--- src/hw/rtl/csa_pkg.sv ---
// ----------------------------------------------------------------------------
// csa_pkg: shared types and constants for the cosine similarity accumulator
// Fixed-point widths, transfer payload structs, back-end state encoding and
// the saturating accumulate helper.
// ----------------------------------------------------------------------------
package csa_pkg;

    // Input sample width (Q5.10) and accumulator width (Q27.20)
    localparam int VALUE_BITS  = 16;
    localparam int ACC_W       = 48;
    localparam int PROD_W      = 2 * VALUE_BITS;
    localparam int HALF_W      = ACC_W / 2;
    localparam int WIDE_W      = 2 * ACC_W;

    // Quotient search: 15 result bits cover 0..16384 (Q1.14)
    localparam int Q_BITS      = 15;
    localparam int K_W         = 4;
    localparam int K_TOP       = Q_BITS - 1;
    localparam int FRAC_SHIFT  = 2 * (Q_BITS - 1);
    localparam int SQ_W        = WIDE_W + 2 * Q_BITS;
    localparam int SH_W        = 5;

    // Partial-product sequencer: two 48x48 products, four 24x24 pieces each
    localparam int MUL_STEPS   = 8;
    localparam int MCNT_W      = 4;

    // Decoupling queue between front and back
    localparam int QUEUE_DEPTH = 2;
    localparam int QPTR_W      = 1;
    localparam int QCNT_W      = 2;

    localparam logic signed [ACC_W-1:0] ACC_MAX = {1'b0, {(ACC_W-1){1'b1}}};
    localparam logic signed [ACC_W-1:0] ACC_MIN = {1'b1, {(ACC_W-1){1'b0}}};

    typedef struct packed {
        logic signed [15:0] value_a;
        logic signed [15:0] value_b;
        logic               last;
    } t_in_item;

    typedef struct packed {
        logic signed [15:0] cosine;
        logic               zero_norm;
    } t_out_item;

    // Finished sums of one vector pair
    typedef struct packed {
        logic signed [ACC_W-1:0] dot;
        logic        [ACC_W-1:0] norm_a;
        logic        [ACC_W-1:0] norm_b;
    } t_sums;

    typedef enum logic [2:0] {
        BK_IDLE,
        BK_MUL,
        BK_STEP,
        BK_TEST,
        BK_DONE
    } t_back_state;

    // Saturating add of a product into an accumulator
    function automatic logic signed [ACC_W-1:0] sat_add(
        input logic signed [ACC_W-1:0]  acc,
        input logic signed [PROD_W-1:0] prod
    );
        logic signed [ACC_W:0] s;
        s = {acc[ACC_W-1], acc} + {{(ACC_W+1-PROD_W){prod[PROD_W-1]}}, prod};
        if (s[ACC_W] != s[ACC_W-1]) begin
            sat_add = s[ACC_W] ? ACC_MIN : ACC_MAX;
        end else begin
            sat_add = s[ACC_W-1:0];
        end
    endfunction

endpackage

--- src/hw/rtl/csa_front.sv ---
// ----------------------------------------------------------------------------
// csa_front: product stage and saturating accumulators
// Takes one row per cycle unless a last row waits on a full queue; forms
// a*b, a*a and b*b in a register stage, then adds them into the three sums.
// A last row hands the final sums to the queue and clears the accumulators.
// ----------------------------------------------------------------------------
module csa_front import csa_pkg::*; (
    input  logic     i_clk,
    input  logic     i_rst_n,
    input  logic     i_in_valid,
    output logic     o_in_ready,
    input  t_in_item i_in_data,
    output logic     o_push,
    output t_sums    o_push_data,
    input  logic     i_full
);

    logic                     r_s1_valid;
    logic                     r_s1_last;
    logic signed [PROD_W-1:0] r_s1_ab;
    logic signed [PROD_W-1:0] r_s1_aa;
    logic signed [PROD_W-1:0] r_s1_bb;
    logic signed [ACC_W-1:0]  r_dot;
    logic signed [ACC_W-1:0]  r_na;
    logic signed [ACC_W-1:0]  r_nb;
    logic signed [ACC_W-1:0]  n_dot;
    logic signed [ACC_W-1:0]  n_na;
    logic signed [ACC_W-1:0]  n_nb;

    logic signed [VALUE_BITS-1:0] a_val;
    logic signed [VALUE_BITS-1:0] b_val;
    logic                         s1_go;
    logic                         in_take;

    // Stage 1 drains unless it holds a last row and the queue is full
    assign s1_go      = r_s1_valid && (!r_s1_last || !i_full);
    assign o_in_ready = !r_s1_valid || s1_go;
    assign in_take    = i_in_valid && o_in_ready;

    assign a_val = i_in_data.value_a[VALUE_BITS-1:0];
    assign b_val = i_in_data.value_b[VALUE_BITS-1:0];

    // Accumulate with saturation
    always_comb begin
        n_dot = sat_add(r_dot, r_s1_ab);
        n_na  = sat_add(r_na, r_s1_aa);
        n_nb  = sat_add(r_nb, r_s1_bb);
    end

    assign o_push             = s1_go && r_s1_last;
    assign o_push_data.dot    = n_dot;
    assign o_push_data.norm_a = n_na;
    assign o_push_data.norm_b = n_nb;

    // Products, registered
    always_ff @(posedge i_clk) begin
        if (in_take) begin
            r_s1_ab   <= a_val * b_val;
            r_s1_aa   <= a_val * a_val;
            r_s1_bb   <= b_val * b_val;
            r_s1_last <= i_in_data.last;
        end
    end

    // Stage valid and accumulators
    always_ff @(posedge i_clk) begin
        if (!i_rst_n) begin
            r_s1_valid <= 1'b0;
            r_dot      <= '0;
            r_na       <= '0;
            r_nb       <= '0;
        end else begin
            if (o_in_ready) begin
                r_s1_valid <= i_in_valid;
            end
            if (s1_go) begin
                if (r_s1_last) begin
                    r_dot <= '0;
                    r_na  <= '0;
                    r_nb  <= '0;
                end else begin
                    r_dot <= n_dot;
                    r_na  <= n_na;
                    r_nb  <= n_nb;
                end
            end
        end
    end

endmodule

--- config.mk ---
export PLATFORM = sky130hd
export DESIGN_NAME = csa_front
export DESIGN_NICKNAME = d
export VERILOG_FILES = /design/src/hw/rtl/csa_pkg.sv /design/src/hw/rtl/csa_front.sv
export SDC_FILE = /design/constraint.sdc
export NUM_CORES = 2
export LEC_CHECK = 0
export ABC_AREA = 1
export BUFFER_PORTS_ARGS = -buffer_cell sky130_fd_sc_hd__clkbuf_2
export CAP_MARGIN = 10
export CORE_ASPECT_RATIO = 0.8
export CORE_UTILIZATION = 45
export CTS_CLUSTER_DIAMETER = 200
export CTS_CLUSTER_SIZE = 28
export DETAILED_ROUTE_END_ITERATION = 6
export REMOVE_ABC_BUFFERS = 1
export SLEW_MARGIN = 20
export SYNTH_ARGS = -nofsm -noshare
export SYNTH_HDL_FRONTEND = slang
export SYNTH_SLANG_ARGS = --single-unit
--- constraint.sdc ---
create_clock -name i_clk -period 9.2 [get_ports i_clk]
set_clock_uncertainty 0.15 [all_clocks]
set_input_delay 0.46 -clock i_clk [delete_from_list [all_inputs] [get_ports i_clk]]
set_output_delay 0.46 -clock i_clk [all_outputs]
set_load 0.1 [all_outputs]
[Word-level counts from Yosys, hierarchy flattened]
Cells that the tools add are included.
Storage, ports and cells
  bits of input ports: 37
  register bits after elaboration: 242
  word-level logic and storage cells: 34
  output and inout bits: 146
Operators by class
  eq/ne operators: 3
  muxes and demuxes: 9
  multiply operators: 3
  $add $sub $neg: 3
  reductions and logical operators: 8
Operators by type and width (count)
  $mux W48: 9
  $add A48 B32 Y49: 3
  $mul A16 B16 Y32: 3
  $logic_and A1 B1 Y1: 3
  $logic_not A1 Y1: 3
  $ne A1 B1 Y1: 3
  $logic_or A1 B1 Y1: 2

[Longest topological paths before layout]
  depth in word-level cells: 5
  mapped depth: 27
  depth with buffers taken out: 26

[Worst setup path before layout]
OpenSTA, ideal clock, no wires.
  path kind: input to register
  from: in i_in_data[32] (netlist name)
  to: reg r_s1_ab[31], data pin
  buffers on the path: 2
  required time: 8.785 ns
  setup slack: 2.966 ns
  setup time: 0.265 ns
  cell stages on the path: 19
  arrival time: 5.819 ns
  cells stage by stage: clkbuf_1 buf_1 nand2_1 inv_1 fa_1 fa_1 fa_1 fa_1 fa_1 inv_1 fa_1 inv_1 ha_1 a21oi_1 o21ai_0 o21bai_1 a221oi_1 o21ai_0 xor2_1
Between the ends
  longest elaborated chain between the ends: 1
RTL lines
  start: declaration: line csa_front.sv:12  | input t_in_item i_in_data,
  $mul A16 B16 Y32: line csa_front.sv:58  | r_s1_ab <= a_val * b_val;
  end signal: assignment: line csa_front.sv:58
  end: declaration: line csa_front.sv:20  | logic signed [PROD_W-1:0] r_s1_ab;
Every way passes these cells.
A chain may end at the register's enable or synchronous reset.

[Worst setup path after layout]
  from: in i_in_data[2] (netlist name)
  to: reg r_s1_ab[27], data pin
The elaborated chain is that of the path after synthesis.

==> summary.txt <==
STATUS
----------------------------------------------------------------------------------
Status .............................................................. finished clean

SYNTH
----------------------------------------------------------------------------------
Post-Syn Area per Cell ..............................................    7.342 um2
Cell Area, Synth ....................................................    49350 um2
Top cells by instance count after synthesis ......................... 1841 x sky130_fd_sc_hd__nand2_1, 1601 x sky130_fd_sc_hd__inv_1, 730 x sky130_fd_sc_hd__fa_1
Most repeated cell in the gate-level netlist after synthesis ........ sky130_fd_sc_hd__nand2_1
Ys Warns ............................................................            0
Synth async-reset ratio .............................................            0
Number of unique standard cell types used by synthesis ..............           52
Area fraction of the dominant cell type after synthesis .............       0.2961
EDFF count, synth ...................................................           95
Register bit count reported by yosys ................................          240
Sequential area share after synthesis ...............................       0.1166
Cells after synthesis ...............................................         6722
Top post-synthesis cells by area .................................... sky130_fd_sc_hd__fa_1 30%, sky130_fd_sc_hd__nand2_1 14%, sky130_fd_sc_hd__inv_1 12%
Top FF cell, synth .................................................. sky130_fd_sc_hd__dfxtp_1
Most area-hungry cell type in the Yosys netlist ..................... sky130_fd_sc_hd__fa_1

TIMING
----------------------------------------------------------------------------------
Peak Freq ...........................................................    151.8 MHz
Setup repair after global routing missed its margin .................        false
Max-slew headroom ...................................................       0.2375
Worst Tran Pin Value ................................................     1.144 ns
Total Negative Setup Slacks .........................................         0 ns
Final period utilization ............................................       0.7160
Final worst path period need ........................................     6.587 ns
Number of slew-limit violations in the final report .................            0
Final Hold Fails ....................................................            0
Setup violators final ...............................................            0

GLOBAL ROUTE
----------------------------------------------------------------------------------
GRT Resource Usage Total ............................................       0.2708
Largest net degree at the start of global routing ...................           79
Initial antenna violation count .....................................            3
Wire length of the first global-routing pass ........................    235400 um
Vias in the first global route ......................................        41330
Gr ovfl total .......................................................            0

DRT
----------------------------------------------------------------------------------
Remaining number of nets flagged by the antenna check after routing .            0
First DRT Iteration DRCs ............................................         3386
Routed vias .........................................................        41610
Routed met1 length ..................................................     77720 um
Remaining design rule violation count ...............................            0
Wire length on met2 .................................................     57920 um
TritonRoute pass-1 iters ............................................            5
Wire length on met3 .................................................     10940 um
Post-DR wirelength/cell .............................................     18.05 um
Routed WL ...........................................................    148000 um
Vias per Instance ...................................................        5.071
Highest routing layer actually used .................................         met4

FINISH
----------------------------------------------------------------------------------
Fill cells ..........................................................        11210
NumNets Final .......................................................         7942
Area occupied by registers ..........................................     5756 um2
Synth-to-layout area growth .........................................       5.015%
Proportion of layout cells with a drive suffix above 1 ..............      0.07324
Footprint of the multi-input gates ..................................    36640 um2

CTS
----------------------------------------------------------------------------------
Library cell used as clock root buffer .............................. sky130_fd_sc_hd__clkbuf_16
Clock tree from TritonCTS ...........................................        built
Clock buffers created by TritonCTS ..................................           12
Clock sink count ....................................................          240
Clock transition at the registers of the reported paths .............      0.11 ns
Number of H-tree levels .............................................            1
Post-CTS Resized ....................................................            0
Number of buffers on the longest clock path .........................            3
Clk Latency, worst-skew pair ........................................      0.54 ns
Post-CTS setup-driven buffer insertion count ........................            0

SETUP PATH
----------------------------------------------------------------------------------
Path type of the worst setup path ................................... input port to register
Critical register-to-register path endpoint .........................      r_na[5]
CP Max Fanout .......................................................           33
Sort of element at the end of the critical path .....................     register
Required time at the worst-slack endpoint ...........................      9.37 ns
End point of the critical path ......................................  r_s1_ab[27]
Critical Path Source ................................................ i_in_data[2]
Minimum setup slack among reg-to-reg paths ..........................      4.59 ns
Startpoint types ....................................................   input port
Worst R2R Path Depth ................................................           17
Critical path arrival ...............................................      6.76 ns
FF-to-FF Start ......................................................  r_s1_aa[31]

FLOORPLAN
----------------------------------------------------------------------------------
Horizontal die dimension ............................................     372.3 um
Site Rows ...........................................................          108
Die extent in y .....................................................     298.2 um
Ports ...............................................................          183
Starting density of the core ........................................       0.4543
Die Footprint .......................................................   111000 um2
Total core area .....................................................   108600 um2

PLACED DESIGN
----------------------------------------------------------------------------------
Final RePlAce weighted congestion ...................................       0.9771
HPWL Detailed .......................................................    121700 um
Total of buffers placed on input and output ports ...................          182

RUN
----------------------------------------------------------------------------------
Max-Cap Viols .......................................................            0

MIN PATH
----------------------------------------------------------------------------------
Class of the most critical hold timing path ......................... input port to register

[how the worst min path moves through the flow]
stage / from / slack (ns) / endpoint / cells after the start
after global placement: r_na[0] / 0.31 / r_na[0] / 2
after floorplan: r_dot[10] / 0.30 / r_dot[10] / 2
final: i_in_valid / 0.10 / r_s1_valid / 3
after global routing: i_full / 0.11 / r_s1_valid / 3
after CTS: i_in_valid / 0.07 / r_s1_valid / 3
after detailed placement: r_nb[3] / 0.31 / r_nb[3] / 2
[registers in the layout, summed over array words and instances (netlist names)]
signal and flops:
r_s1_aa 31, r_na 48, r_s1_last 1, r_s1_bb 31, r_nb 48, r_s1_ab 32, r_dot 48, r_s1_valid 1
[layout by cell type, fill, tap and decap left out, types with 33 or more instances in the layout]
| cell type | count |
|---|---|
| sky130_fd_sc_hd__nor2_1 | 348 |
| sky130_fd_sc_hd__fa_1 | 730 |
| sky130_fd_sc_hd__o21bai_1 | 65 |
| sky130_fd_sc_hd__buf_4 | 33 |
| sky130_fd_sc_hd__clkbuf_2 | 182 |
| sky130_fd_sc_hd__nand4_1 | 70 |
| sky130_fd_sc_hd__nand2_1 | 1841 |
| sky130_fd_sc_hd__inv_1 | 1600 |
| sky130_fd_sc_hd__xor2_1 | 109 |
| sky130_fd_sc_hd__a21oi_1 | 382 |
| sky130_fd_sc_hd__xnor2_1 | 117 |
| sky130_fd_sc_hd__dfxtp_1 | 145 |
| sky130_fd_sc_hd__ha_1 | 408 |
| sky130_fd_sc_hd__a21oi_2 | 52 |
| sky130_fd_sc_hd__o21ai_0 | 126 |
| sky130_fd_sc_hd__nand3_1 | 125 |
| sky130_fd_sc_hd__nor3_1 | 45 |
| sky130_fd_sc_hd__edfxtp_1 | 95 |
| sky130_fd_sc_hd__nand2_2 | 100 |
[routing by layer]
layer | track usage | vias to the layer above
li1 | - | 20170
met1 | 0.4542 | 20100
met2 | 0.3764 | 1263
met3 | 0.02609 | 68
met4 | 0.03074 | 0
met5 | 0 | -
[worst max-delay path: stages]
cell and delay, ns:
sky130_fd_sc_hd__clkbuf_2 0.73, sky130_fd_sc_hd__nand2_1 0.24, sky130_fd_sc_hd__inv_1 0.19, sky130_fd_sc_hd__fa_1 0.57
sky130_fd_sc_hd__fa_1 0.91, sky130_fd_sc_hd__fa_1 0.54, sky130_fd_sc_hd__fa_1 0.57, sky130_fd_sc_hd__fa_1 0.43
sky130_fd_sc_hd__fa_1 0.48, sky130_fd_sc_hd__ha_1 0.44, sky130_fd_sc_hd__nand2_1 0.15, sky130_fd_sc_hd__nor3_1 0.32
sky130_fd_sc_hd__nand3_1 0.12, sky130_fd_sc_hd__nand3_1 0.13, sky130_fd_sc_hd__nand3_1 0.08, sky130_fd_sc_hd__nand2_1 0.10
sky130_fd_sc_hd__xor2_1 0.28
[timing repair]
action                                 4_1_cts  5_1_grt
endpoints found under the hold margin        1        0
hold buffers                                 1        0
setup endpoints to repair                    0        0
[final cells by class]
| class | instances | share of cell area |
|---|---|---|
| tap | 1430 | 0.03452 |
| timing repair buffer | 217 | 0.02293 |
| antenna | 2 | 0.00009657 |
| clock inverter | 3 | 0.0003380 |
| clock buffer | 16 | 0.006494 |
| multi-input combinational | 4675 | 0.7069 |
| inverter | 1621 | 0.1176 |
| sequential | 240 | 0.1111 |
[stage by stage]
| stage | hold slack [ns] | instance area, um2 | instances | util | setup slack [ns] |
|---|---|---|---|---|---|
| floorplan | 0.2991 | 48470 | 6536 | - | 3.470 |
| global placement | 0.3064 | 51440 | 8181 | 0.4735 | 2.210 |
| detailed placement | 0.3115 | 51440 | 8181 | 0.4735 | 2.178 |
| CTS | 0.07315 | 51800 | 8201 | 0.4768 | 2.729 |
| global route | 0.1074 | 51820 | 8203 | 0.4770 | 2.264 |
| finish | 0.1042 | 51830 | 8204 | 0.4770 | 2.613 |
[kinds of logic (layout without fill, tap and decap cells)]
| group | Yosys count | in the layout | synth area share |
|---|---|---|---|
| compound gates | 711 | 711 | 0.08516 |
| xor+xnor | 226 | 226 | 0.04011 |
| fa+ha+maj | 1138 | 1138 | 0.3996 |
| buf+inv | 1807 | 1857 | 0.1412 |
| flops | 240 | 240 | 0.1166 |
| other cells | 0 | 2 | 0 |
| simple gates | 2600 | 2600 | 0.2174 |
Power is left out: the tool's default activity adds up to more than one toggle a clock period on the data nets, which glitch-free logic cannot reach.
