<file path="config.mk">
export PLATFORM = sky130hd
export DESIGN_NAME = csa_queue
export DESIGN_NICKNAME = d
export VERILOG_FILES = /design/src/hw/rtl/csa_pkg.sv /design/src/hw/rtl/csa_queue.sv
export SDC_FILE = /design/constraint.sdc
export NUM_CORES = 1
export LEC_CHECK = 0
export ABC_AREA = 1
export ABC_CLOCK_PERIOD_IN_PS = 8400
export BUFFER_PORTS_ARGS = -buffer_cell sky130_fd_sc_hd__buf_2
export CAP_MARGIN = 20
export CORE_ASPECT_RATIO = 1.5
export CORE_MARGIN = 5
export CORE_UTILIZATION = 43
export CTS_BUF_LIST = sky130_fd_sc_hd__clkbuf_8
export CTS_CLUSTER_DIAMETER = 120
export DETAILED_ROUTE_END_ITERATION = 10
export PLACE_DENSITY_LB_ADDON = 0.2
export SLEW_MARGIN = 20
export SYNTH_ARGS = -nofsm -noshare
export SYNTH_HDL_FRONTEND = slang
export SYNTH_SLANG_ARGS = --single-unit
</file>
<file path="constraint.sdc">
create_clock -name i_clk -period 8.4 [get_ports i_clk]
set_input_delay 0.42 -clock i_clk [delete_from_list [all_inputs] [get_ports i_clk]]
set_output_delay 0.42 -clock i_clk [all_outputs]
set_load 0.02 [all_outputs]
</file>
<file path="src/hw/rtl/csa_pkg.sv">
// ----------------------------------------------------------------------------
// csa_pkg: shared types and constants for the cosine similarity accumulator
// Fixed-point widths, transfer payload structs, back-end state encoding and
// the saturating accumulate helper.
// ----------------------------------------------------------------------------
package csa_pkg;

    // Input sample width (Q5.10) and accumulator width (Q27.20)
    localparam int VALUE_BITS  = 16;
    localparam int ACC_W       = 48;
    localparam int PROD_W      = 2 * VALUE_BITS;
    localparam int HALF_W      = ACC_W / 2;
    localparam int WIDE_W      = 2 * ACC_W;

    // Quotient search: 15 result bits cover 0..16384 (Q1.14)
    localparam int Q_BITS      = 15;
    localparam int K_W         = 4;
    localparam int K_TOP       = Q_BITS - 1;
    localparam int FRAC_SHIFT  = 2 * (Q_BITS - 1);
    localparam int SQ_W        = WIDE_W + 2 * Q_BITS;
    localparam int SH_W        = 5;

    // Partial-product sequencer: two 48x48 products, four 24x24 pieces each
    localparam int MUL_STEPS   = 8;
    localparam int MCNT_W      = 4;

    // Decoupling queue between front and back
    localparam int QUEUE_DEPTH = 2;
    localparam int QPTR_W      = 1;
    localparam int QCNT_W      = 2;

    localparam logic signed [ACC_W-1:0] ACC_MAX = {1'b0, {(ACC_W-1){1'b1}}};
    localparam logic signed [ACC_W-1:0] ACC_MIN = {1'b1, {(ACC_W-1){1'b0}}};

    typedef struct packed {
        logic signed [15:0] value_a;
        logic signed [15:0] value_b;
        logic               last;
    } t_in_item;

    typedef struct packed {
        logic signed [15:0] cosine;
        logic               zero_norm;
    } t_out_item;

    // Finished sums of one vector pair
    typedef struct packed {
        logic signed [ACC_W-1:0] dot;
        logic        [ACC_W-1:0] norm_a;
        logic        [ACC_W-1:0] norm_b;
    } t_sums;

    typedef enum logic [2:0] {
        BK_IDLE,
        BK_MUL,
        BK_STEP,
        BK_TEST,
        BK_DONE
    } t_back_state;

    // Saturating add of a product into an accumulator
    function automatic logic signed [ACC_W-1:0] sat_add(
        input logic signed [ACC_W-1:0]  acc,
        input logic signed [PROD_W-1:0] prod
    );
        logic signed [ACC_W:0] s;
        s = {acc[ACC_W-1], acc} + {{(ACC_W+1-PROD_W){prod[PROD_W-1]}}, prod};
        if (s[ACC_W] != s[ACC_W-1]) begin
            sat_add = s[ACC_W] ? ACC_MIN : ACC_MAX;
        end else begin
            sat_add = s[ACC_W-1:0];
        end
    endfunction

endpackage

</file>
<file path="src/hw/rtl/csa_queue.sv">
// ----------------------------------------------------------------------------
// csa_queue: two-entry queue of finished sums
// Lets the accumulators start the next vector pair while the back end is
// still working on the previous one.
// ----------------------------------------------------------------------------
module csa_queue import csa_pkg::*; (
    input  logic  i_clk,
    input  logic  i_rst_n,
    input  logic  i_push,
    input  t_sums i_push_data,
    input  logic  i_pop,
    output t_sums o_head,
    output logic  o_full,
    output logic  o_empty
);

    t_sums             r_mem [QUEUE_DEPTH];
    logic [QPTR_W-1:0] r_wr_ptr;
    logic [QPTR_W-1:0] r_rd_ptr;
    logic [QCNT_W-1:0] r_count;

    assign o_full  = (r_count == QCNT_W'(QUEUE_DEPTH));
    assign o_empty = (r_count == '0);
    assign o_head  = r_mem[r_rd_ptr];

    // Storage
    always_ff @(posedge i_clk) begin
        if (i_push) begin
            r_mem[r_wr_ptr] <= i_push_data;
        end
    end

    // Pointers and fill count
    always_ff @(posedge i_clk) begin
        if (!i_rst_n) begin
            r_wr_ptr <= '0;
            r_rd_ptr <= '0;
            r_count  <= '0;
        end else begin
            if (i_push) begin
                r_wr_ptr <= r_wr_ptr + 1'b1;
            end
            if (i_pop) begin
                r_rd_ptr <= r_rd_ptr + 1'b1;
            end
            if (i_push && !i_pop) begin
                r_count <= r_count + 1'b1;
            end else if (i_pop && !i_push) begin
                r_count <= r_count - 1'b1;
            end
        end
    end

endmodule

</file>
[After elaboration in Yosys (flattened, before gate mapping)]
Memories as Yosys holds them, arrays and structs flattened. A register that Yosys moved wholly into a read port is not among the register bits.
Cells that the tools add are included.
Storage, ports and cells
  bits in registers: 4
  bits in writable memories: 288
  output and inout bits: 146
  word-level logic and storage cells: 21
  memories kept: 1
Memories
  r_mem: depth 2, width 144, rd ports 1, clocked after memory_dff 1, wr ports 1, line csa_queue.sv:17  | t_sums r_mem [QUEUE_DEPTH];
Operators by class
  $add $sub $neg: 4
  eq/ne operators: 1
  multiplexer cells: 6
  reductions and logical operators: 6
Operators with widths (count)
  $mux 1: 4
  $mux 2: 2
  $add 1x1->1 const B: 2
  $add 2x1->2 const B: 1
  $eq 2x2->1 const B: 1
  $logic_and 1x1->1: 2
  $logic_not 1->1: 2
  $logic_not 2->1: 1
  $reduce_bool 2->1: 1
  $sub 2x1->2 const B: 1

[Depth between registers and ports, before layout]
Gate-level depths: netlist of run 1.
  depth in word-level cells: 4
  depth in mapped cells: 8

[Worst setup path before layout of run 1]
No wires, ideal clock.
  path kind: input-to-reg
  start: input port i_push
  end: memory r_mem[0][0] (netlist name), enable pin
  setup time: 0.653 ns
  arrival time: 6.481 ns
  setup slack: 1.265 ns
  stages on the path: 2
  cells stage by stage: inv_1 > nor2_1
On the way
  cells in the longest elaborated chain, start to end: 2
Ends and longest elaborated chain
  from (decl): line csa_queue.sv:9  | input logic i_push,
  $mux 1: line csa_queue.sv:28  | if (i_push) begin
  $mux 1 (not written as such): line csa_queue.sv:29  | r_mem[r_wr_ptr] <= i_push_data;
  to (decl): line csa_queue.sv:17
No other way between the ends.

==> results of run 1 <==
## worst paths after layout
kind                                  startpoint  cells past startpoint  slack, ns             to
worst min-delay path            i_push_data[114]                      1       0.06  r_mem[1][114]
worst min register to register          r_rd_ptr                      2       0.52       r_rd_ptr
worst max register to register          r_wr_ptr                      3       5.83   r_mem[0][90]
worst max-delay path                        flop                      3       5.42      o_head[5]
## kinds of logic after synthesis
group,after synthesis
AO/OA/AOI/OAI,2
adder cells (fa/ha/maj),1
buffers and inverters,24
flip-flops,293
multiplexers,144
AND/OR/NAND/NOR,19
## area by class of cell
class	count	share of cell area, %
Sequential cell	293	64.95
Multi-Input combinational cell	166	14.49
Timing Repair Buffer	298	11.16
Clock buffer	47	4.801
Tap cell	328	3.046
Clock inverter	29	1.254
Inverter	8	0.2600
Antenna cell	2	0.03714
## synthesized netlist by cell type
library cell | n | area, um^2
nand2_1 | 8 | 30.03
nand3_1 | 1 | 5.000
a21oi_1 | 1 | 5.000
mux2_4 | 60 | 900.9
edfxtp_1 | 288 | 8648
nand4_1 | 1 | 6.260
dfxtp_1 | 5 | 100.1
mux2_2 | 84 | 945.9
o21ai_0 | 1 | 5.000
buf_2 | 8 | 40.04
nor2_1 | 9 | 33.78
ha_1 | 1 | 12.51
inv_1 | 8 | 30.03
buf_6 | 8 | 90.09
## worst max-delay path, delay by kind of cell (launching register included)
family	cells	cell delay (ns)
flip-flops	1	0.56
buffers and inverters	2	0.97
multiplexers	1	0.45
## through the flow
stage                     cell area, um^2  setup slack [ns]
after floorplan                     10850             1.265
after global placement              12650             5.622
after detailed placement            12650             5.537
after CTS                           13470             5.333
after global routing                13470             5.272
final                               13470             5.418
## metal layers
layer	global-route usage, %	part of all wire [%]	vias to the layer above
li1	-	-	2564
met2	26.63	53	228
met1	14.60	34	2644
met5	0	0.16	-
met4	7.791	4.3	8
met3	6.049	8.5	63
## registers in the layout, summed over array words and instances (netlist names), named ones only
name,flops
r_count,2
r_wr_ptr,1
r_rd_ptr,1
r_mem,288
## report_power, final
| group | switching [mW] | internal (mW) | leakage [nW] |
|---|---|---|---|
| Combinational | 0.209 | 0.147 | 2.04 |
| Clock | 0.502 | 0.575 | 0.467 |
| Sequential | 0.0209 | 1.69 | 2.75 |
==> results.toml, run 1 <==
[synth]
synthCells = 483
synthMuxAreaShare_pct = 17.02
synth.yosys.seq_area_share_pct = 80.61
synthAdderAreaFrac_pct = 0.1153
synth_top_family_by_area = "multiplexers"
synth-simple-area-share_pct = 0.6917
synth_seq_cells = 293
ys_warn_count = 0
synth-xor-area-share_pct = 0
synth_compound_area_share_pct = 0.09223
synth_cell_type_count = 14
syn-cell-area_um2 = 10850
avgSynthCellArea_um2 = 22.47
syn_nets = 632

[power_and_ir_drop]
ir_drop_mv = 0.1523
p_per_area_nw_per_um2 = 233.7
total_power_mw = 3.149
p_leak_nw = 5.250

[sta]
rsz0062_at_grt = "false"
hold_slack_ns = 0.06185
setup_viol = 0
fin_worst_skew_ns = 0.01253
relSlewSlack_pct = 30.26
tightest_slew_ns = 1.046
finalHoldViolCount = 0
min_period_ns = 2.982
finalSetupTns_ns = 0
fmax_mhz = 335.3
fin_crit_sh_pct = 35.50
drv_slew = 0

[cts]
clockBufferDepth = 3
cts-htree-levels = 2
cts_buffers = 43
cts_root_buf = "clkbuf_8"
cts_sinks = 293
clk_latency_ns = 0.54
cts_resized = 0
cts_hold_buf = 0
cts_setup_buffers = 0
cts_tree = "yes"
clkTransAtPathRegs_ns = 0.07

[placed_design]
io_buffer_count = 293
placed_cells = 1093
dp_hpwl_um = 14620
gp_congestion = 0.7707

[worst_setup_path]
worstPathArrival_ns = 2.56
crit_path_end_kind = "output port"
path_class = "reg -> out"
slowest_stage = "buf_4"
critPathMaxFanout = 63
required_ns = 7.98
crit_chain = "buf_4, mux2_2, buf_2"
critPathLaunchType = "flop"
slowest_delay_ns = 0.80

[finish]
final_core_util_pct = 53.98
nets = 959
layout_commonest_cell = "buf_2"
multi_input_area_um2 = 1952
fillers = 2020
layout-drive-gt1-share_pct = 59.22
seq_area_um2 = 8752
final_cell_mix = "293 x buf_2, 288 x edfxtp_1, 84 x mux2_2, 60 x mux2_4, 47 x clkbuf_8"
stdcell_count = 1171
synthToLayoutAreaGrowth_pct = 24.15

[floorplanning]
num_rows = 71
core_area_um2 = 24960
die_w_um = 139.7
io_pins = 294
dieArea_um2 = 28580
die_y_um = 204.6
initial_core_util_pct = 43.48

[status]
status = "complete, no violations"

[global_route]
grt_util_all_layers_pct = 14.87
grt_antenna_before_repair = 7
grt_max_degree = 83
grt_pass1_wl_um = 32670
grt_pass1_vias = 6208
overflow = 0

[drt]
firstDrtPassIters = 4
drt_drc_violations_left = 0
drt_iter0_drc = 261
viasPerCell = 4.703
antenna_left = 0
vias = 5507
routedWlPerCell_um = 18.76
detail_route.wirelength_um = 21960

[hold_path]
hp-class = "in -> reg"

[run]
max_cap_violations = 0
No activity file was read; power rests on OpenSTA's default activity.
==> run 2, diff against run 1 <==
--- a/config.mk
+++ b/config.mk
@@ -6,7 +6,7 @@
 export NUM_CORES = 1
 export LEC_CHECK = 0
 export ABC_AREA = 1
-export ABC_CLOCK_PERIOD_IN_PS = 8400
+export ABC_CLOCK_PERIOD_IN_PS = 3000
 export BUFFER_PORTS_ARGS = -buffer_cell sky130_fd_sc_hd__buf_2
 export CAP_MARGIN = 20
 export CORE_ASPECT_RATIO = 1.5
==> constraint.sdc (replaced) <==
create_clock -name i_clk -period 3 [get_ports i_clk]
set_input_delay 0.15 -clock i_clk [delete_from_list [all_inputs] [get_ports i_clk]]
set_output_delay 0.15 -clock i_clk [all_outputs]
set_load 0.02 [all_outputs]
==> results.toml, run 2 (same netlist as run 1, synthesis figures left out) <==
[drt]
vias = 6074
routedWlPerCell_um = 17.15
drt_drc_violations_left = 0
viasPerCell = 4.619
firstDrtPassIters = 7
detail_route.wirelength_um = 22550
drt_iter0_drc = 186
antenna_left = 0

[global_route]
grt_antenna_before_repair = 0
grt_util_all_layers_pct = 15.25
grt_pass1_vias = 6757
grt_pass1_wl_um = 34500
grt_max_degree = 145
overflow = 0

[cts]
clkTransAtPathRegs_ns = 0.06
clockBufferDepth = 3
cts_tree = "yes"
cts-htree-levels = 2
cts_root_buf = "clkbuf_8"
cts_buffers = 43
cts_sinks = 293
cts_resized = 0
clk_latency_ns = 0.55

[floorplanning]
core_area_um2 = 24960
die_y_um = 204.6
dieArea_um2 = 28580
initial_core_util_pct = 43.48
num_rows = 71
io_pins = 294
die_w_um = 139.7

[worst_setup_path]
crit_chain = "buf_12, mux2_2, buf_2"
critPathLaunchType = "flop"
critPathMaxFanout = 83
r2r-start = "r_wr_ptr"
worstPathArrival_ns = 1.97
required_ns = 2.85
cp.depth = 3
critPathCapture = "o_head[42]"
slowest_delay_ns = 0.41
timing.rr.end = "r_mem[1][101]"
slowest_stage = "mux2_2"
path_class = "reg -> out"
worst-path-buf-inv = 2
regToRegSetupSlack_ns = 1.26
crit_path_end_kind = "output port"
r2r_cells = 3
cpLargestDelayFamily = "buffers and inverters"

[sta]
relSlewSlack_pct = 39.46
finalSetupTns_ns = 0
min_period_ns = 2.123
drv_slew = 0
rsz0062_at_grt = "false"
fin_crit_sh_pct = 70.76
setup_viol = 0
finalHoldViolCount = 0
fin_worst_skew_ns = 0.01825
fmax_mhz = 471.1
tightest_slew_ns = 0.9081

[power_and_ir_drop]
internal_power_mw = 6.673
power.switching_mw = 2.060
pwr-share-comb_pct = 13.4
seq_power_share_pct = 54.9
p_per_area_nw_per_um2 = 585.1
p_clk_share_pct = 31.6
p_leak_nw = 5.858
switching_share_pct = 23.59
ir_drop_mv = 0.4845

[hold_path]
hp-start = "i_push_data[30]"
hp-class = "in -> reg"

[finish]
final_cell_mix = "293 x buf_2, 288 x edfxtp_1, 147 x dlygate4sd3_1, 84 x mux2_2, 60 x mux2_4"
stdcell_count = 1315
layout_commonest_cell = "buf_2"
top_register = "r_mem"
final_core_util_pct = 59.79
nets = 1106
fillers = 1879
largest_reg_flops = 288
diodes = 0
synthToLayoutAreaGrowth_pct = 37.53
largestRegisters = "r_mem: 288 flops, r_count: 2 flops"
layout-drive-gt1-share_pct = 50.25

[placed_design]
io_buffer_count = 293
dp_hpwl_um = 14270
gp_congestion = 0.7490
placed_cells = 1093

[run]
max_cap_violations = 0

[status]
status = "complete, no violations"
-- run 2: changes by cell type in the layout (fill, tap and decap cells not counted), sizes merged --
cell | before | now
inv | 22 | 24
diode | 2 | 0
clkinv | 12 | 13
bufinv | 2 | 0
dlygate4sd3 | 0 | 147
clkbuf | 47 | 45
-- run 2: layer usage --
metal | share of wire, % | GRT usage [%]
met1 | 35 | 15.60
met2 | 55 | 28.29
met4 | 3.7 | 6.440
met5 | 0 | 0
met3 | 7.1 | 5.021
-- run 2: how the worst min path moves through the flow --
stage               cells past startpoint            to
floorplan                               0   r_mem[0][0]
global placement                        1  r_mem[0][11]
detailed placement                      1  r_mem[1][28]
CTS                                     2  r_mem[0][28]
global route                            2  r_mem[1][30]
finish                                  2  r_mem[1][30]
-- run 2: final cells by class --
cell class,count,area (um^2),share of cell area (%)
multi-input combinational,166,1952,13.08
clock buffer,45,619.3,4.150
clock inverter,30,120.1,0.8048
tap,328,410.4,2.750
timing repair buffer,445,3038,20.35
inverter,8,33.78,0.2263
sequential,293,8752,58.64
-- run 2: stage by stage --
step / hold WS, ns / total power [mW] / worst slack, ns / cell area [um^2]
2_1_floorplan: 0.2489 / 5.529 / 0.03521 / 10860
3_3_place_gp: 0.3384 / 5.877 / 1.366 / 12710
3_5_place_dp: 0.3411 / 5.912 / 1.330 / 12710
4_1_cts: 0.2670 / 8.865 / 0.8199 / 14930
5_1_grt: 0.2882 / 9.126 / 0.7841 / 14930
6_report: 0.3203 / 8.734 / 0.8772 / 14930
-- run 2: timing repair --
item                      in CTS  in global routing
hold endpoints to repair     293                  0
hold buffers                 147                  0
buffers inserted               0                  0
-- run 2: power by group through the flow --
| stage | clock [mW] | sequential, mW | combinational [mW] |
|---|---|---|---|
| 3_3_place_gp | 0 | 4.87 | 1.01 |
| 3_5_place_dp | 0 | 4.88 | 1.03 |
| 6_report | 2.76 | 4.80 | 1.17 |
| 4_1_cts | 2.88 | 4.80 | 1.19 |
| 5_1_grt | 3.07 | 4.81 | 1.25 |
| 2_1_floorplan | 0 | 4.88 | 0.654 |
==> run 3, diff against run 2 <==
--- a/config.mk
+++ b/config.mk
@@ -6,7 +6,7 @@
 export NUM_CORES = 1
 export LEC_CHECK = 0
 export ABC_AREA = 1
-export ABC_CLOCK_PERIOD_IN_PS = 3000
+export ABC_CLOCK_PERIOD_IN_PS = 2200
 export BUFFER_PORTS_ARGS = -buffer_cell sky130_fd_sc_hd__buf_2
 export CAP_MARGIN = 20
 export CORE_ASPECT_RATIO = 1.5
==> constraint.sdc (replaced) <==
create_clock -name i_clk -period 2.2 [get_ports i_clk]
set_input_delay 0.11 -clock i_clk [delete_from_list [all_inputs] [get_ports i_clk]]
set_output_delay 0.11 -clock i_clk [all_outputs]
set_load 0.02 [all_outputs]
==> results.toml, run 3 (same netlist as run 1, synthesis figures left out) <==
[global_route]
grt_max_degree = 73
grt_util_all_layers_pct = 16.98
overflow = 0
grt_pass1_vias = 7124
grt_pass1_wl_um = 37610
grt_antenna_before_repair = 2

[cts]
cts_buffers = 42
cts_root_buf = "clkbuf_8"
clkTransAtPathRegs_ns = 0.06
clk_latency_ns = 0.54
cts_tree = "yes"
cts_sinks = 293
clockBufferDepth = 3
cts-htree-levels = 2

[finish]
synthToLayoutAreaGrowth_pct = 39.91
layout-drive-gt1-share_pct = 50.85
nets = 1121
largest_reg_flops = 288
top_register = "r_mem"
layout_commonest_cell = "buf_2"
diodes = 0
largestRegisters = "r_mem: 288 flops, r_count: 2 flops"
final_cell_mix = "293 x buf_2, 288 x edfxtp_1, 150 x dlygate4sd3_1, 84 x mux2_2, 60 x mux2_4"

[power_and_ir_drop]
power.switching_mw = 2.867
seq_power_share_pct = 53.6
total_power_mw = 12.24
ir_drop_mv = 0.5455
p_leak_nw = 5.983
p_clk_share_pct = 32.9
switching_share_pct = 23.43
pwr-share-comb_pct = 13.5
p_per_area_nw_per_um2 = 805.9
internal_power_mw = 9.370

[worst_setup_path]
required_ns = 2.09
worstPathArrival_ns = 1.89
critPathLaunchType = "flop"
path_class = "reg -> out"
critPathMaxFanout = 14
regToRegSetupSlack_ns = 0.45
crit_path_end_kind = "output port"
r2r_cells = 5

[floorplanning]
dieArea_um2 = 28580
io_pins = 294
num_rows = 71
core_area_um2 = 24960
initial_core_util_pct = 43.48
die_w_um = 139.7
die_y_um = 204.6

[sta]
fmax_mhz = 500.3
fin_worst_skew_ns = 0.01127
finalHoldViolCount = 0
drv_slew = 0
relSlewSlack_pct = 65.08
fin_ws_ns = 0.2012
setup_viol = 0
fin_crit_sh_pct = 90.86
rsz0062_at_grt = "false"
min_period_ns = 1.999
hold_slack_ns = 0.2908
tightest_slew_ns = 0.5227

[hold_path]
hp-class = "in -> reg"
hold_depth = 2

[run]
max_cap_violations = 0

[placed_design]
io_buffer_count = 293
gp_congestion = 0.7414
place_ws_ns = 0.5977
dp_hpwl_um = 16240

[drt]
viasPerCell = 4.668
vias = 6213
detail_route.wirelength_um = 24550
firstDrtPassIters = 4
drt_iter0_drc = 246
routedWlPerCell_um = 18.44
drt_drc_violations_left = 0
antenna_left = 0

[status]
status = "complete, no violations"
## run 3: cell count changes in the layout (fill, tap and decap cells not counted), sizes merged
cell	delta
clkinv	-3
dlygate4sd3	+3
bufinv	+2
inv	+1
buf	+13
## run 3: area by class of cell
| cell class | count | area [um^2] |
|---|---|---|
| Clock inverter | 30 | 168.9 |
| Tap cell | 328 | 410.4 |
| Multi-Input combinational cell | 166 | 1954 |
| Fill cell | 1843 | 9778 |
| Sequential cell | 293 | 8753 |
| Timing Repair Buffer | 461 | 3244 |
| Clock buffer | 45 | 619.3 |
| Inverter | 8 | 33.78 |
## run 3: worst max-delay path, cell delays in order (launching register included)
cell     delay (ns)
dfxtp_4        0.54
buf_4          0.27
mux2_2         0.37
buf_2          0.16
## run 3: layer usage
layer / vias to the layer above / wire length, um / track usage (%)
li1: 2886 / - / -
met4: 4 / 794 / 6.821
met2: 240 / 13960 / 32.83
met5: - / 14 / 0
met1: 3019 / 8175 / 16.85
met3: 64 / 1601 / 4.787
## run 3: worst paths after layout
kind,start,to
min reg2reg,r_rd_ptr,r_rd_ptr
max,flop,o_head[55]
max reg2reg,r_wr_ptr,r_wr_ptr
min,i_push_data[23],r_mem[0][23]
## run 3: what timing repair did
action	in CTS	in global routing
endpoints found under the hold margin	293	0
buffers inserted	1	0
resized for setup	0	0
setup endpoints to repair	2	0
hold buffers	150	0
## run 3: through the flow
| stage | instances | cell area [um^2] | setup TNS [ns] | utilization (%) |
|---|---|---|---|---|
| final | 1331 | 15180 | 0 | 60.83 |
| after global routing | 1331 | 15180 | 0 | 60.83 |
| after global placement | 1105 | 12880 | 0 | 51.61 |
| after floorplan | 483 | 10870 | -199.94 | - |
| after detailed placement | 1105 | 12880 | 0 | 51.61 |
| after CTS | 1331 | 15180 | 0 | 60.83 |
## run 3: power groups by stage
stage	combinational [mW]	clock [mW]	sequential (mW)
after floorplan	0.892	0	6.65
after global placement	1.41	0	6.66
after detailed placement	1.44	0	6.68
after CTS	1.67	4.18	6.56
after global routing	1.76	4.42	6.57
final	1.65	4.03	6.56
